$ cat src/rtl/lfpd_pkg.sv
// Package for the line-follow PID motor drive: constants, register indexes,
// controller states and the command and status bundles.
// No dependencies.
package lfpd_pkg;

  localparam int GainW   = 16;
  localparam int SpeedW  = 8;
  localparam int PosW    = 13;
  localparam int EchoW   = 16;
  localparam int SumW    = 32;
  localparam int DeltaW  = 14;
  localparam int ProdW   = GainW + SumW;
  localparam int AccW    = ProdW + 2;
  localparam int DistW   = EchoW + 5;
  localparam int CfgIdxW = 3;
  localparam int FracW   = 12;
  localparam int NumW    = 2 * SpeedW;

  localparam logic [GainW-1:0]  GainPReset  = 16'd410;
  localparam logic [GainW-1:0]  GainIReset  = 16'd0;
  localparam logic [GainW-1:0]  GainDReset  = 16'd0;
  localparam logic [SpeedW-1:0] TopReset    = 8'd240;
  localparam logic [SpeedW-1:0] FloorReset  = 8'd170;

  localparam logic [PosW-1:0]   CenterPos   = 13'd2500;
  localparam logic [PosW-1:0]   PosMax      = 13'd5000;
  localparam logic [SpeedW-1:0] SlowFloor   = 8'd80;

  localparam logic [DistW-1:0]  DistStop    = 21'd5000;
  localparam logic [DistW-1:0]  DistFar     = 21'd10000;
  localparam logic [DistW-1:0]  Dist6       = 21'd6000;
  localparam logic [DistW-1:0]  Dist7       = 21'd7000;
  localparam logic [DistW-1:0]  Dist8       = 21'd8000;
  localparam logic [DistW-1:0]  Dist9       = 21'd9000;

  localparam logic [7:0] Recip5      = 8'd205;
  localparam int         Recip5Shift = 10;

  typedef enum logic [CfgIdxW-1:0] {
    CFG_GAIN_P = 3'd0,
    CFG_GAIN_I = 3'd1,
    CFG_GAIN_D = 3'd2,
    CFG_TOP    = 3'd3,
    CFG_FLOOR  = 3'd4
  } cfg_index_t;

  typedef enum logic [3:0] {
    S_IDLE,
    S_ERR,
    S_MUL_P,
    S_MUL_I,
    S_MUL_D,
    S_ACC,
    S_CORR,
    S_SPEED,
    S_DIV,
    S_WAIT,
    S_SLOW,
    S_FINAL
  } state_t;

  typedef enum logic [1:0] {
    MUL_P,
    MUL_I,
    MUL_D
  } mul_sel_t;

  typedef enum logic [1:0] {
    BAND_FAR,
    BAND_SLOW,
    BAND_STOP
  } band_t;

  typedef struct packed {
    logic     capture;
    logic     err_upd;
    logic     mul_en;
    mul_sel_t mul_sel;
    logic     acc_add;
    logic     corr_en;
    logic     speed_en;
    logic     div_start;
    logic     slow_en;
    logic     out_load;
  } ctrl_cmd_t;

  typedef struct packed {
    logic in_valid;
    logic div_done;
    logic out_free;
  } ctrl_sts_t;

endpackage

$ cat src/rtl/line_follow_pid_motor_drive.sv
// Line-follow PID differential drive with an obstacle brake: top level.
// One item at a time: in_stall is high from acceptance until its result is loaded.
// The 16-step restoring dividers of the speed mapping take most of each item's time.
// A result held by out_stall delays the final load and the acceptance of the next item.
// Synchronous reset restores the register defaults and clears the integral and last error.
// Depends on lfpd_pkg, lfpd_ctrl, lfpd_dpath and lfpd_div.
module line_follow_pid_motor_drive import lfpd_pkg::*; (
  input  logic               clk,
  input  logic               rst,
  input  logic               in_valid,
  output logic               in_stall,
  input  logic [PosW-1:0]    line_position,
  input  logic [EchoW-1:0]   echo_time_us,
  output logic               out_valid,
  input  logic               out_stall,
  output logic [SpeedW-1:0]  left_duty,
  output logic [SpeedW-1:0]  right_duty,
  output logic               left_forward,
  output logic               right_forward,
  input  logic               cfg_valid,
  output logic               cfg_ready,
  input  logic [CfgIdxW-1:0] cfg_index,
  input  logic [GainW-1:0]   cfg_data
);

  ctrl_cmd_t cmd;
  ctrl_sts_t sts;
  logic      busy;

  assign cfg_ready = 1'b1;
  assign in_stall  = busy;

  lfpd_ctrl u_ctrl (
    .clk  (clk),
    .rst  (rst),
    .sts  (sts),
    .cmd  (cmd),
    .busy (busy)
  );

  lfpd_dpath u_dpath (
    .clk           (clk),
    .rst           (rst),
    .cmd           (cmd),
    .sts           (sts),
    .in_valid      (in_valid),
    .line_position (line_position),
    .echo_time_us  (echo_time_us),
    .cfg_we        (cfg_valid && cfg_ready),
    .cfg_index     (cfg_index),
    .cfg_data      (cfg_data),
    .out_valid     (out_valid),
    .out_stall     (out_stall),
    .left_duty     (left_duty),
    .right_duty    (right_duty),
    .left_forward  (left_forward),
    .right_forward (right_forward)
  );

endmodule

$ cat src/rtl/lfpd_div.sv
// Unsigned restoring divider, one quotient bit per cycle.
// Depends on lfpd_pkg.
module lfpd_div import lfpd_pkg::*; (
  input  logic              clk,
  input  logic              rst,
  input  logic              start,
  input  logic [NumW-1:0]   dividend,
  input  logic [SpeedW-1:0] divisor,
  output logic              done,
  output logic [NumW-1:0]   quotient
);

  logic                      busy;
  logic [$clog2(NumW)-1:0]   cnt;
  logic [SpeedW-1:0]         rem;
  logic [NumW-1:0]           quo;
  logic [SpeedW-1:0]         dvs;
  logic [SpeedW:0]           shifted;
  logic [SpeedW:0]           diff;
  logic                      fits;

  assign shifted  = {rem, quo[NumW-1]};
  assign fits     = shifted >= {1'b0, dvs};
  assign diff     = shifted - {1'b0, dvs};
  assign done     = busy && (cnt == '0);
  assign quotient = quo;

  always_ff @(posedge clk) begin
    if (rst) begin
      busy <= 1'b0;
      cnt  <= '0;
    end else if (start) begin
      busy <= 1'b1;
      cnt  <= '1;
    end else if (busy) begin
      cnt <= cnt - 1'b1;
      if (cnt == '0) begin
        busy <= 1'b0;
      end
    end
  end

  always_ff @(posedge clk) begin
    if (start) begin
      rem <= '0;
      quo <= dividend;
      dvs <= divisor;
    end else if (busy) begin
      rem <= fits ? diff[SpeedW-1:0] : shifted[SpeedW-1:0];
      quo <= {quo[NumW-2:0], fits};
    end
  end

endmodule

$ cat src/rtl/lfpd_ctrl.sv
// Controller state machine that sequences one item through the datapath.
// Depends on lfpd_pkg.
module lfpd_ctrl import lfpd_pkg::*; (
  input  logic      clk,
  input  logic      rst,
  input  ctrl_sts_t sts,
  output ctrl_cmd_t cmd,
  output logic      busy
);

  state_t state;
  state_t state_next;

  always_ff @(posedge clk) begin
    if (rst) begin
      state <= S_IDLE;
    end else begin
      state <= state_next;
    end
  end

  always_comb begin
    state_next = state;
    unique case (state)
      S_IDLE:  if (sts.in_valid) state_next = S_ERR;
      S_ERR:   state_next = S_MUL_P;
      S_MUL_P: state_next = S_MUL_I;
      S_MUL_I: state_next = S_MUL_D;
      S_MUL_D: state_next = S_ACC;
      S_ACC:   state_next = S_CORR;
      S_CORR:  state_next = S_SPEED;
      S_SPEED: state_next = S_DIV;
      S_DIV:   state_next = S_WAIT;
      S_WAIT:  if (sts.div_done) state_next = S_SLOW;
      S_SLOW:  state_next = S_FINAL;
      S_FINAL: if (sts.out_free) state_next = S_IDLE;
      default: state_next = S_IDLE;
    endcase
  end

  always_comb begin
    cmd  = '0;
    cmd.mul_sel = MUL_P;
    busy = 1'b1;
    unique case (state)
      S_IDLE: begin
        busy        = 1'b0;
        cmd.capture = sts.in_valid;
      end
      S_ERR:   cmd.err_upd = 1'b1;
      S_MUL_P: begin
        cmd.mul_en  = 1'b1;
        cmd.mul_sel = MUL_P;
      end
      S_MUL_I: begin
        cmd.mul_en  = 1'b1;
        cmd.mul_sel = MUL_I;
        cmd.acc_add = 1'b1;
      end
      S_MUL_D: begin
        cmd.mul_en  = 1'b1;
        cmd.mul_sel = MUL_D;
        cmd.acc_add = 1'b1;
      end
      S_ACC:   cmd.acc_add   = 1'b1;
      S_CORR:  cmd.corr_en   = 1'b1;
      S_SPEED: cmd.speed_en  = 1'b1;
      S_DIV:   cmd.div_start = 1'b1;
      S_WAIT:  ;
      S_SLOW:  cmd.slow_en   = 1'b1;
      S_FINAL: cmd.out_load  = sts.out_free;
      default: ;
    endcase
  end

endmodule

$ cat src/rtl/lfpd_dpath.sv
// Datapath: configuration registers, PID state, the shared multiplier,
// two dividers for the speed mapping, the distance bands and the output register.
// Depends on lfpd_pkg and lfpd_div.
module lfpd_dpath import lfpd_pkg::*; (
  input  logic               clk,
  input  logic               rst,
  input  ctrl_cmd_t          cmd,
  output ctrl_sts_t          sts,
  input  logic               in_valid,
  input  logic [PosW-1:0]    line_position,
  input  logic [EchoW-1:0]   echo_time_us,
  input  logic               cfg_we,
  input  logic [CfgIdxW-1:0] cfg_index,
  input  logic [GainW-1:0]   cfg_data,
  output logic               out_valid,
  input  logic               out_stall,
  output logic [SpeedW-1:0]  left_duty,
  output logic [SpeedW-1:0]  right_duty,
  output logic               left_forward,
  output logic               right_forward
);

  logic signed [GainW-1:0]  gain_p, gain_i, gain_d;
  logic [SpeedW-1:0]        top_speed, floor_speed;
  logic signed [SumW-1:0]   error_sum;
  logic signed [PosW-1:0]   previous_error;

  logic [PosW-1:0]          pos;
  logic [EchoW-1:0]         echo;
  logic signed [PosW-1:0]   err_cur;
  logic signed [DeltaW-1:0] delta;
  band_t                    band;
  logic [2:0]               cw;
  logic signed [ProdW-1:0]  prod;
  logic signed [AccW-1:0]   acc;
  logic signed [SpeedW:0]   corr;
  logic [NumW-1:0]          num_l, num_r;
  logic [SpeedW-1:0]        mapped_l, mapped_r;
  logic signed [11:0]       prod5_l, prod5_r;

  logic [PosW-1:0]          pos_c;
  logic signed [PosW:0]     err_w;
  logic signed [SumW:0]     sum_w;
  logic signed [SumW-1:0]   sum_next;
  logic [DistW-1:0]         echo_x17;
  logic signed [GainW-1:0]  mul_a;
  logic signed [SumW-1:0]   mul_b;
  logic signed [AccW-1:0]   acc_adj;
  logic signed [AccW-1:0]   corr_full;
  logic signed [AccW-1:0]   top_ext;
  logic [SpeedW-1:0]        flo_c;
  logic [SpeedW-1:0]        rng;
  logic signed [SpeedW+1:0] sum_l, sum_r;
  logic [SpeedW-1:0]        s_l, s_r;
  logic                     done_l, done_r;
  logic [NumW-1:0]          quo_l, quo_r;
  logic [SpeedW-1:0]        map_l, map_r;
  logic [SpeedW:0]          fin_l, fin_r;
  logic [SpeedW-1:0]        duty_l, duty_r;

  function automatic logic [SpeedW-1:0] clamp_top(input logic signed [SpeedW+1:0] v,
                                                  input logic [SpeedW-1:0] top);
    logic signed [SpeedW+1:0] t;
    t = $signed({2'b00, top});
    return (v > t) ? top : v[SpeedW-1:0];
  endfunction

  function automatic logic signed [11:0] slow_prod(input logic [SpeedW-1:0] m,
                                                    input logic [2:0] c);
    logic signed [SpeedW+1:0] d;
    d = $signed({2'b00, m}) - $signed({2'b00, SlowFloor});
    return $signed({1'b0, c}) * d;
  endfunction

  function automatic logic [SpeedW:0] slow_speed(input logic signed [11:0] p);
    logic [9:0]  mag;
    logic [17:0] qm;
    logic [7:0]  q;
    mag = p[11] ? 10'(-p) : p[9:0];
    qm  = mag * Recip5;
    q   = qm[Recip5Shift+7:Recip5Shift];
    return p[11] ? ({1'b0, SlowFloor} - {1'b0, q}) : ({1'b0, SlowFloor} + {1'b0, q});
  endfunction

  always_ff @(posedge clk) begin
    if (rst) begin
      gain_p      <= GainPReset;
      gain_i      <= GainIReset;
      gain_d      <= GainDReset;
      top_speed   <= TopReset;
      floor_speed <= FloorReset;
    end else if (cfg_we) begin
      case (cfg_index)
        CFG_GAIN_P: gain_p      <= cfg_data;
        CFG_GAIN_I: gain_i      <= cfg_data;
        CFG_GAIN_D: gain_d      <= cfg_data;
        CFG_TOP:    top_speed   <= cfg_data[SpeedW-1:0];
        CFG_FLOOR:  floor_speed <= cfg_data[SpeedW-1:0];
        default:    ;
      endcase
    end
  end

  assign pos_c    = (pos > PosMax) ? PosMax : pos;
  assign err_w    = $signed({1'b0, pos_c}) - $signed({1'b0, CenterPos});
  assign sum_w    = $signed({error_sum[SumW-1], error_sum}) + (SumW+1)'(err_w);
  assign echo_x17 = {1'b0, echo, 4'b0000} + {5'b00000, echo};

  always_comb begin
    if (!sum_w[SumW] && sum_w[SumW-1]) begin
      sum_next = {1'b0, {(SumW-1){1'b1}}};
    end else if (sum_w[SumW] && !sum_w[SumW-1]) begin
      sum_next = {1'b1, {(SumW-1){1'b0}}};
    end else begin
      sum_next = sum_w[SumW-1:0];
    end
  end

  always_ff @(posedge clk) begin
    if (rst) begin
      error_sum      <= '0;
      previous_error <= '0;
    end else if (cmd.err_upd) begin
      error_sum      <= sum_next;
      previous_error <= err_w[PosW-1:0];
    end
  end

  always_ff @(posedge clk) begin
    if (cmd.capture) begin
      pos  <= line_position;
      echo <= echo_time_us;
    end
    if (cmd.err_upd) begin
      err_cur <= err_w[PosW-1:0];
      delta   <= DeltaW'(err_w) - DeltaW'(previous_error);
      if (echo_x17 < DistStop) begin
        band <= BAND_STOP;
      end else if (echo_x17 < DistFar) begin
        band <= BAND_SLOW;
      end else begin
        band <= BAND_FAR;
      end
      if (echo_x17 >= Dist9) begin
        cw <= 3'd4;
      end else if (echo_x17 >= Dist8) begin
        cw <= 3'd3;
      end else if (echo_x17 >= Dist7) begin
        cw <= 3'd2;
      end else if (echo_x17 >= Dist6) begin
        cw <= 3'd1;
      end else begin
        cw <= 3'd0;
      end
    end
  end

  always_comb begin
    mul_a = gain_p;
    mul_b = SumW'(err_cur);
    case (cmd.mul_sel)
      MUL_I: begin
        mul_a = gain_i;
        mul_b = error_sum;
      end
      MUL_D: begin
        mul_a = gain_d;
        mul_b = SumW'(delta);
      end
      default: begin
        mul_a = gain_p;
        mul_b = SumW'(err_cur);
      end
    endcase
  end

  always_ff @(posedge clk) begin
    if (cmd.mul_en) begin
      prod <= mul_a * mul_b;
    end
    if (cmd.err_upd) begin
      acc <= '0;
    end else if (cmd.acc_add) begin
      acc <= acc + AccW'(prod);
    end
  end

  assign top_ext   = $signed({{(AccW-SpeedW){1'b0}}, top_speed});
  assign acc_adj   = acc + (acc[AccW-1] ? AccW'(4095) : AccW'(0));
  assign corr_full = acc_adj >>> FracW;

  always_ff @(posedge clk) begin
    if (cmd.corr_en) begin
      if (corr_full > top_ext) begin
        corr <= $signed({1'b0, top_speed});
      end else if (corr_full < -top_ext) begin
        corr <= -$signed({1'b0, top_speed});
      end else begin
        corr <= corr_full[SpeedW:0];
      end
    end
  end

  assign flo_c = (floor_speed > top_speed) ? top_speed : floor_speed;
  assign rng   = top_speed - flo_c;
  assign sum_l = $signed({2'b00, top_speed}) + (SpeedW+2)'(corr);
  assign sum_r = $signed({2'b00, top_speed}) - (SpeedW+2)'(corr);
  assign s_l   = clamp_top(sum_l, top_speed);
  assign s_r   = clamp_top(sum_r, top_speed);

  always_ff @(posedge clk) begin
    if (cmd.speed_en) begin
      num_l <= rng * s_l;
      num_r <= rng * s_r;
    end
  end

  lfpd_div u_div_l (
    .clk      (clk),
    .rst      (rst),
    .start    (cmd.div_start),
    .dividend (num_l),
    .divisor  (top_speed),
    .done     (done_l),
    .quotient (quo_l)
  );

  lfpd_div u_div_r (
    .clk      (clk),
    .rst      (rst),
    .start    (cmd.div_start),
    .dividend (num_r),
    .divisor  (top_speed),
    .done     (done_r),
    .quotient (quo_r)
  );

  assign map_l = (top_speed == '0) ? '0 : flo_c + quo_l[SpeedW-1:0];
  assign map_r = (top_speed == '0) ? '0 : flo_c + quo_r[SpeedW-1:0];

  always_ff @(posedge clk) begin
    if (cmd.slow_en) begin
      mapped_l <= map_l;
      mapped_r <= map_r;
      prod5_l  <= slow_prod(map_l, cw);
      prod5_r  <= slow_prod(map_r, cw);
    end
  end

  assign fin_l = slow_speed(prod5_l);
  assign fin_r = slow_speed(prod5_r);

  always_comb begin
    duty_l = mapped_l;
    duty_r = mapped_r;
    case (band)
      BAND_SLOW: begin
        duty_l = fin_l[SpeedW-1:0];
        duty_r = fin_r[SpeedW-1:0];
      end
      BAND_STOP: begin
        duty_l = '0;
        duty_r = '0;
      end
      default: begin
        duty_l = mapped_l;
        duty_r = mapped_r;
      end
    endcase
  end

  always_ff @(posedge clk) begin
    if (rst) begin
      out_valid <= 1'b0;
    end else if (cmd.out_load) begin
      out_valid <= 1'b1;
    end else if (!out_stall) begin
      out_valid <= 1'b0;
    end
  end

  always_ff @(posedge clk) begin
    if (cmd.out_load) begin
      left_duty     <= duty_l;
      right_duty    <= duty_r;
      left_forward  <= (duty_l != '0);
      right_forward <= (duty_r != '0);
    end
  end

  assign sts.in_valid = in_valid;
  assign sts.div_done = done_l && done_r;
  assign sts.out_free = !out_valid || !out_stall;

endmodule
$ cat config.mk
export PLATFORM = sky130hd
export DESIGN_NAME = line_follow_pid_motor_drive
export DESIGN_NICKNAME = d
export VERILOG_FILES = /design/src/rtl/lfpd_pkg.sv /design/src/rtl/line_follow_pid_motor_drive.sv /design/src/rtl/lfpd_div.sv /design/src/rtl/lfpd_ctrl.sv /design/src/rtl/lfpd_dpath.sv
export SDC_FILE = /design/constraint.sdc
export NUM_CORES = 2
export LEC_CHECK = 0
export ABC_AREA = 1
export BUFFER_PORTS_ARGS = -buffer_cell sky130_fd_sc_hd__buf_2
export CAP_MARGIN = 20
export CORE_MARGIN = 2
export CORE_UTILIZATION = 35
export CTS_CLUSTER_DIAMETER = 50
export DETAILED_ROUTE_END_ITERATION = 10
export PLACE_DENSITY = 0.47
export SLEW_MARGIN = 30
export SYNTH_ARGS = -nofsm -noshare
export SYNTH_HDL_FRONTEND = slang
export SYNTH_SLANG_ARGS = --single-unit
$ cat constraint.sdc
create_clock -name clk -period 9.5 [get_ports clk]
set_input_delay 1.9 -clock clk [delete_from_list [all_inputs] [get_ports clk]]
set_output_delay 1.9 -clock clk [all_outputs]
set_load 0.02 [all_outputs]
==> reports/summary.txt <==
Largest net degree at the start of global routing - 73
Post-Route Skew - 0.03137 ns
Kind of critical path - reg -> reg
Status - complete, no violations
Avg Vias per Cell - 4.903
Row count - 147
Die W - 406.2 µm
Hold Path Depth - 2
Layout overhead on the synthesized area - 10.93%
Final max-slew violation count - 0
Syn. warnings - 0
Mapped Nets - 8556
Ratio of cells with drive above 1 in the final layout - 0.05950
Fin crit period - 8.983 ns
Synth cell types - 67
Placed wire-length estimate - 149300 µm
Cts bufs inserted - 77
Setup tns final - 0 ns
Crit-path max FO - 32
I/O pins - 74
Reg2Reg Depth - 33
Initial core utilization - 0.3526
Worst hold path class - reg -> reg
Drt drc - 0
Die H - 406.2 µm
Antenna Nets Post-Route - 0
Hold-fix buffers, CTS - 0
Mapped Avg Cell Area - 7.759 µm²
Top layer reached by signal wires - met5
Slowest stage delay, CP - 0.81 ns
Fmax - 111.3 MHz
Final period utilization - 0.9456
Port Buffer Count - 72
Filler Cell Count - 16730
Slew at the pin closest to its max-slew limit - 1.007 ns
TritonCTS clock tree - done
Metal2 WL - 84480 µm
Vias - 47280
Clk pin slew, worst setup/hold paths - 0.06 ns
Detailed Route Iter0 Violations - 2765
Fin nets - 8674
GPL Wtd Cong - 0.9213
Root Buffer - clkbuf_16
Worst path most repeated cell - inv_1
Grt total ovfl - 0
Cell Area, Synth - 56610 µm²
Max-Cap Viols - 0
Core ar. - 160600 µm²
Post-CTS Repair Setup Buffers - 0
Met3 wire len - 8592 µm
DIE AREA - 165000 µm²
RSZ-0062 raised after global routing - false
Clock Latency Late Sink - 0.70 ns
Crit. End Element - flip-flop
Part of the Yosys area used for sequential elements - 0.1977
CP max stage cell - ha_2
Critical Path RT - 9.94 ns
First-pass GRT wire length - 283000 µm
CTS sink cnt - 436
Final setup fails - 0
Met1 wire length - 80320 µm
Crit path DAT - 9.42 ns
Initial antenna violation count - 2
CP Launch Type - flip-flop
#FFs+latches synth - 436
Clk buf depth - 3
Synth Instances - 7296
H-tree depth - 3
Post-cts sizing count - 0
GRT Total Usage - 0.2225
Pre-antenna DRT Iters - 6
Relative slew slack - 0.3276
Final hold vios - 0
Mean routed wirelength per cell - 18.72 µm
Overall routed net length - 180500 µm
Vias in the first global route - 49040
-- per-stage QoR --
| step | utilization | hold WS [ns] | cell area (µm²) | std cells | setup WS, ns |
|---|---|---|---|---|---|
| 2_1_floorplan | - | 0.4236 | 56610 | 7296 | 1.821 |
| 3_3_place_gp | 0.3742 | 0.4453 | 60080 | 9494 | 0.4832 |
| 3_5_place_dp | 0.3745 | 0.4474 | 60140 | 9495 | 0.4767 |
| 4_1_cts | 0.3910 | 0.4659 | 62790 | 9639 | 0.4651 |
| 5_1_grt | 0.3910 | 0.5017 | 62790 | 9639 | 0.02990 |
| 6_report | 0.3911 | 0.4670 | 62800 | 9643 | 0.5171 |
-- layer usage --
layer	global-route usage	up-vias
met5	0	-
met4	0.08491	2
met1	0.2864	22770
met3	0.03395	261
li1	-	23260
met2	0.3745	983
-- registers in the layout, summed over array words and instances, names as in the netlist, 9 cells and up --
register                  flops
u_dpath.prod5_l              11
u_dpath.prod5_r              11
u_dpath.corr                  9
u_dpath.previous_error       13
u_dpath.acc                  50
u_dpath.gain_p               16
u_dpath.prod                 48
u_dpath.num_r                16
u_dpath.err_cur              13
u_dpath.error_sum            32
u_dpath.delta                14
u_dpath.pos                  13
u_dpath.num_l                16
u_dpath.u_div_r.quotient     16
u_dpath.echo                 16
u_dpath.gain_d               16
u_dpath.gain_i               16
u_dpath.u_div_l.quotient     16
-- Yosys cell counts (all sizes together) --
| cell type | n | share of area |
|---|---|---|
| a211o | 1 | 0.00015 |
| a211oi | 7 | 0.0010 |
| a21boi | 9 | 0.0012 |
| a21o | 27 | 0.0036 |
| a21oi | 413 | 0.037 |
| a221o | 27 | 0.0048 |
| a221oi | 4 | 0.00062 |
| a22o | 3 | 0.00046 |
| a31o | 2 | 0.00031 |
| a31oi | 40 | 0.0044 |
| a32o | 6 | 0.0011 |
| a41oi | 1 | 0.00015 |
| and2 | 10 | 0.0011 |
| and3 | 8 | 0.00088 |
| buf | 21 | 0.0022 |
| clkbuf | 139 | 0.0092 |
| clkinv | 18 | 0.0012 |
| conb | 1 | 0.000066 |
| dfxtp | 190 | 0.067 |
| edfxtp | 246 | 0.13 |
| fa | 621 | 0.22 |
| ha | 586 | 0.13 |
| inv | 1546 | 0.10 |
| nand2 | 1334 | 0.089 |
| nand2b | 1 | 0.00011 |
| nand3 | 226 | 0.020 |
| nand3b | 24 | 0.0032 |
| nand4 | 46 | 0.0053 |
| nor2 | 827 | 0.055 |
| nor3 | 91 | 0.0095 |
| nor3b | 3 | 0.00040 |
| nor4 | 15 | 0.0017 |
| o2111ai | 2 | 0.00031 |
| o211ai | 49 | 0.0065 |
| o21a | 15 | 0.0020 |
| o21ai | 382 | 0.035 |
| o21bai | 48 | 0.0066 |
| o221ai | 13 | 0.0020 |
| o22ai | 7 | 0.00077 |
| o311ai | 2 | 0.00031 |
| o31ai | 14 | 0.0019 |
| or2 | 24 | 0.0027 |
| xnor2 | 77 | 0.012 |
| xor2 | 170 | 0.026 |
-- placed cells by master (no fill, tap or decap), types with 19 or more instances in the layout --
master     count
clkbuf_16     79
inv_1       1526
edfxtp_1     246
nand2_1     1317
o21bai_1      45
dfxtp_1      190
o21ai_1       39
a21oi_1      410
nor2_1       810
a21o_1        27
a31oi_1       40
nand4_1       45
buf_2         72
clkinv_1      22
xor2_1       169
buf_4        124
nand3b_1      24
a221o_1       27
ha_1         585
inv_2         19
o21ai_0      321
xnor2_1       77
nor3_1        81
o211ai_1      49
nand3_1      223
fa_1         621
-- final cells by class --
cell class                 count  area, µm²  area share
inverter                    1564       5873     0.09352
multi-input combinational   5136      39010      0.6212
antenna                        4      10.01   0.0001594
clock buffer                  92       2056     0.03274
tap                         2160       2703     0.04304
clock inverter                52      594.3    0.009464
sequential                   436      11190      0.1782
timing repair buffer         199       1359     0.02164
-- critical path, delay by kind of cell, from the launching register on --
family          cells  cell delay, ns
fa+ha+maj           8            4.32
buf+inv            11            1.46
compound gates      8            1.38
simple gates        5            0.99
flops               1            0.33
xor+xnor            1            0.13
-- worst paths after layout --
check	slack [ns]	endpoint	startpoint
min reg2reg	0.47	u_dpath.gain_p[1]	u_dpath.gain_p[1]
max reg2reg	0.52	u_dpath.prod[37]	u_ctrl.state[2]
min	0.47	u_dpath.gain_p[1]	u_dpath.gain_p[1]
max	0.52	u_dpath.prod[37]	u_ctrl.state[2]
-- cells by family after synthesis --
| group | synth area share |
|---|---|
| other | 0.00006624 |
| AOI/OAI and AO/OA | 0.1097 |
| adders and majority gates | 0.3491 |
| buffers and inverters | 0.1152 |
| and+or+nand+nor | 0.1899 |
| xor gates and xnor gates | 0.03835 |
| DFF | 0.1977 |
Power is not shown: default switching activity piles up to over one toggle a cycle in this logic, so the estimate is an artifact.
